### src/sv/qcmc_ram.sv
`default_nettype none

module qcmc_ram #(
    parameter int WIDTH = 32,
    parameter int DEPTH = 64
) (
    input  wire logic                                 clk,
    input  wire logic                                 we,
    input  wire logic [(DEPTH > 1 ? $clog2(DEPTH) : 1)-1:0] waddr,
    input  wire logic [WIDTH-1:0]                     wdata,
    input  wire logic [(DEPTH > 1 ? $clog2(DEPTH) : 1)-1:0] raddr,
    output logic      [WIDTH-1:0]                     rdata
);

    logic [WIDTH-1:0] mem [DEPTH];

    // One write port and one registered read port.
    always_ff @(posedge clk)
    begin
        if (we)
        begin
            mem[waddr] <= wdata;
        end
        rdata <= mem[raddr];
    end

endmodule

`default_nettype wire

### config.mk
export PLATFORM = sky130hd
export DESIGN_NAME = qcmc_ram
export DESIGN_NICKNAME = d
export VERILOG_FILES = /design/src/sv/qcmc_ram.sv
export SDC_FILE = /design/constraint.sdc
export NUM_CORES = 2
export LEC_CHECK = 0
export BUFFER_PORTS_ARGS = -buffer_cell sky130_fd_sc_hd__buf_2
export CORE_MARGIN = 2
export CORE_UTILIZATION = 50
export CTS_CLUSTER_DIAMETER = 80
export DETAILED_ROUTE_END_ITERATION = 10
export HOLD_SLACK_MARGIN = 0.06
export MAX_ROUTING_LAYER = met4
export PLACE_DENSITY = 0.71
export SYNTH_ARGS = -nofsm -noshare
export SYNTH_HDL_FRONTEND = slang
export SYNTH_SLANG_ARGS = --single-unit
### constraint.sdc
create_clock -name clk -period 9.5 [get_ports clk]
set_input_delay 2.85 -clock clk [delete_from_list [all_inputs] [get_ports clk]]
set_output_delay 2.85 -clock clk [all_outputs]
set_load 0.1 [all_outputs]
Word level (Yosys, flattened, before mapping)
Memory sizes are Yosys's and may differ from the RTL's. A register that Yosys moved wholly into a read port is not among the register bits.
Cells that the tools add are included.
{"block": "classes", "n_mux": 2}
{"op": "two-way mux 1 bit", "n": 2}
{"block": "totals", "regBits": 0, "mem_bits_rw": 2048, "input_bits": 46, "output_inout_bits": 32, "wordCells": 3, "n_memories": 1}
{"name": "mem", "words": 64, "width": 32, "rd": 1, "rd_ports_with_merged_regs": 1, "wr": 1, "line_no": "15", "rtl": "logic [WIDTH-1:0] mem [DEPTH];"}

Logic depth before layout (Yosys ltp)
{"block": "depth", "word_depth": 2, "depth_mapped": 10, "ltp_nobuf": 5}

Worst setup path before layout
Ideal clock, no wire load.
{"block": "synth_timing", "path_type": "in2reg", "start": "input port waddr[3] in the netlist's numbering", "end": "memory mem[48][0] (enable)", "arrival_time_ns": 5.549, "slack_ns": 3.490, "path_stages": 4, "n_path_buf": 1, "path_cell_list": "clkbuf_1 -> nor2b_1 -> nand4b_1 -> nor3_1"}
{"element": "start, declared", "line_no": "9", "rtl": "input wire logic [(DEPTH > 1 ? $clog2(DEPTH) : 1)-1:0] waddr,"}
{"element": "end, declared", "line_no": "15"}
Straight into the memory's write port.

==> out/metrics.cfg <==
[outcome]
run_status = finished clean

[placed_design]
post-dp-hpwl_um = 101000
port_buffers = 77
gp_congestion = 0.796

[critical_path]
r2r_slack_ns = 7.12
slowest_delay_ns = 0.80
crit_required_ns = 10.16
path_max_fanout = 77
critical_path_class = in2reg
cp_slowest_cell = o22ai_1
crit_top_cell = mux4_2
startpoint_type = input port
setup.worst_path.end_class = register
path_cells = buf_8 -> buf_12 -> mux4_2 -> mux4_2 -> o22ai_1 -> nor2_1
critPathArrivalTime_ns = 6.23

[clock_tree]
cts_tree = built
cts_hold_buffers = 0
cts-root-buf = clkbuf_16
htreeDepth = 4
worstSkewPairLatency_ns = 0.82
cts_sinks = 2080
cts_made_buffers = 198
postCtsSetupBuffers = 0
path_clk_slew_ns = 0.06
ctsLongestPathBuffers = 3
cts_resized = 0

[detailed_routing]
wirelength_um = 193000
drc = 0
ant_nets = 0
vias = 37125
viasPerCell = 6.45
first_pass_iters = 5
drtIter0Drc = 5299
wire_per_inst_um = 33.5

[sta]
min_period_ns = 5.57
worst-slew-pin-transition_ns = 1.28
fmax_mhz = 179
hold_viol_final = 0
maxSlewViolCount = 0
slew_headroom = 0.148
whs_ns = 0.800
rsz0062_at_grt = false
finalSetupViolations = 0
fin_crit_sh = 0.586
fin_tns_setup_ns = 0
finClkSkew_ns = 0.0350

[yosys]
synth_fa_ha_area_frac = 0
ys_types = 34
yosysSeqAreaShare = 0.791
synth-simple-area-share = 0.0127
synth_xor_area_frac = 0
synth_top_family_by_area = multiplexers
syn_nets = 3370
synth.area.top_cells = edfxtp_1, mux4_2, mux2i_1
syn-mean-instance-area_um2 = 23.6
synth_largest_area_cell = edfxtp_1
netlist_instances = 3324
synth-compound-area-share = 0.0167
synth_top_area_frac = 0.783
synth-seq-cells = 2080
synth_warnings = 0
synth_area_um2 = 78500
synth.area.mux_share = 0.168

[grt]
grt.met1_usage = 0.348
grt_max_degree = 89
busiest_layer = met2
grt_first_pass_wirelength_um = 275000
gr-total-overflow = 0
grtUsageMet2 = 0.375
grt_use_met3 = 0.0513
grt_pass1_vias = 37060
antenna_found_initial = 18
grt_use_total = 0.249

[worst_hold_path]
hold_path.class = reg2reg

[floorplan]
start_util = 0.503
die_area_um2 = 160000
ios = 78
die_h_um = 400
coreArea_um2 = 156000
dieWidth_um = 400
num_rows = 145

[flow_run]
cap_violations = 0

[power]
p_leak_uw = 0.0274
p_per_area_nw_per_um2 = 216
ir_drop_v = 0.000177

[cells_and_area]
n_fill_cell = 11045
multi_input_area_um2 = 16000
drive_above_1_share = 0.292
fin_nets = 3564
seq_area_um2 = 62100
area_growth_pct = 12.7

[path summary, 6_finish.rpt]
path / from / to / depth (start not counted)
setup / recovery: raddr[0] / rdata[27] / 6
hold / removal: mem[12][20] / rdata[20] / 4
setup reg to reg: mem[20][27] / rdata[27] / 4
hold reg to reg: mem[12][20] / rdata[20] / 4
[power by group]
part	internal, uW	leakage, uW	switching (uW)	total [uW]
Clock	4590	0.00318	3310	7890
Sequential	10200	0.0187	51.1	10200
Combinational	327	0.00554	691	1020
Total	15100	0.0274	4050	19100
[stage by stage]
stage	worst slack, ns	util	instance area (um^2)	instances	power, uW
after floorplan	3.49	-	78500	3324	11000
after global placement	3.07	0.525	82000	5376	11400
after detailed placement	3.07	0.525	82000	5376	11400
after CTS	3.91	0.567	88500	5744	19200
after global routing	3.79	0.567	88500	5754	19600
final	3.93	0.567	88500	5756	19100
[final cells by class]
| cell class | count | share of cell area |
|---|---|---|
| flip-flops and latches | 2080 | 0.702 |
| multi-input cells | 1062 | 0.180 |
| clock buffers | 272 | 0.0621 |
| well taps | 2058 | 0.0291 |
| repair buffers | 176 | 0.0144 |
| clock inverters | 96 | 0.0117 |
| diodes | 12 | 0.000339 |
[routing by layer]
layer | share of wire | up-vias
met5 | 0 | -
met4 | 0.030 | 0
met3 | 0.11 | 342
met2 | 0.48 | 2186
met1 | 0.38 | 19907
li1 | - | 14690
[state kept, by name, indices dropped and copies added (netlist names)]
register  flops
rdata        32
mem        2048
[layout by cell type, fill, tap and decap left out, types with 4 or more instances in the layout]
master      netlist  routed
edfxtp_1       2048    2048
mux4_2          544     544
clkbuf_16         0     204
mux2i_1          93      93
buf_4            25      90
o22ai_1          84      84
nor2_1          137      75
buf_2            57      73
a21oi_1          62      62
nor2_4            0      62
clkbuf_1         74      54
dfxtp_1          32      32
clkinv_2          0      30
o221ai_1         27      27
clkinv_1          0      27
nand2_1          26      26
bufinv_16         0      20
nor2b_1          15      15
clkbuf_8          0      14
diode_2           0      12
a22oi_1          12      12
buf_12            0       9
a311oi_1          8       8
nand2b_1          8       7
inv_6             0       7
clkinvlp_4        0       7
nand3b_1          5       5
nor3_1            7       5
nand3_1           5       5
and3_1            4       4
a41o_1            4       4
o32ai_1           4       4
[synth_stat cells (all sizes together)]
master	count
nand2b	8
clkbuf	74
nand4b	1
or3	3
nand2	26
and3	4
buf	108
o22ai	84
a31oi	1
mux2i	93
a21oi	62
a311oi	8
or2	3
nand4	2
a41o	4
dfxtp	32
a22oi	12
nand3	5
and2	2
or3b	5
nor2	137
mux4	544
nand3b	5
o221ai	27
o32ai	4
nor3	7
edfxtp	2048
nor2b	15
[critical path, delay by kind of cell]
kind / cells / cell delay, ns
AO/OA/AOI/OAI: 1 / 0.80
buffers and inverters: 2 / 1.15
multiplexers: 2 / 1.07
AND/OR/NAND/NOR: 1 / 0.11
[logic make-up (layout without fill, tap and decap cells)]
kind of cell	count (synthesis)	count (layout)
simple gates	223	223
other cells	0	12
mux	637	637
flops	2080	2080
buf+inv	182	544
compound gates	202	202
Note: power is estimated with default switching activity, not from simulation.
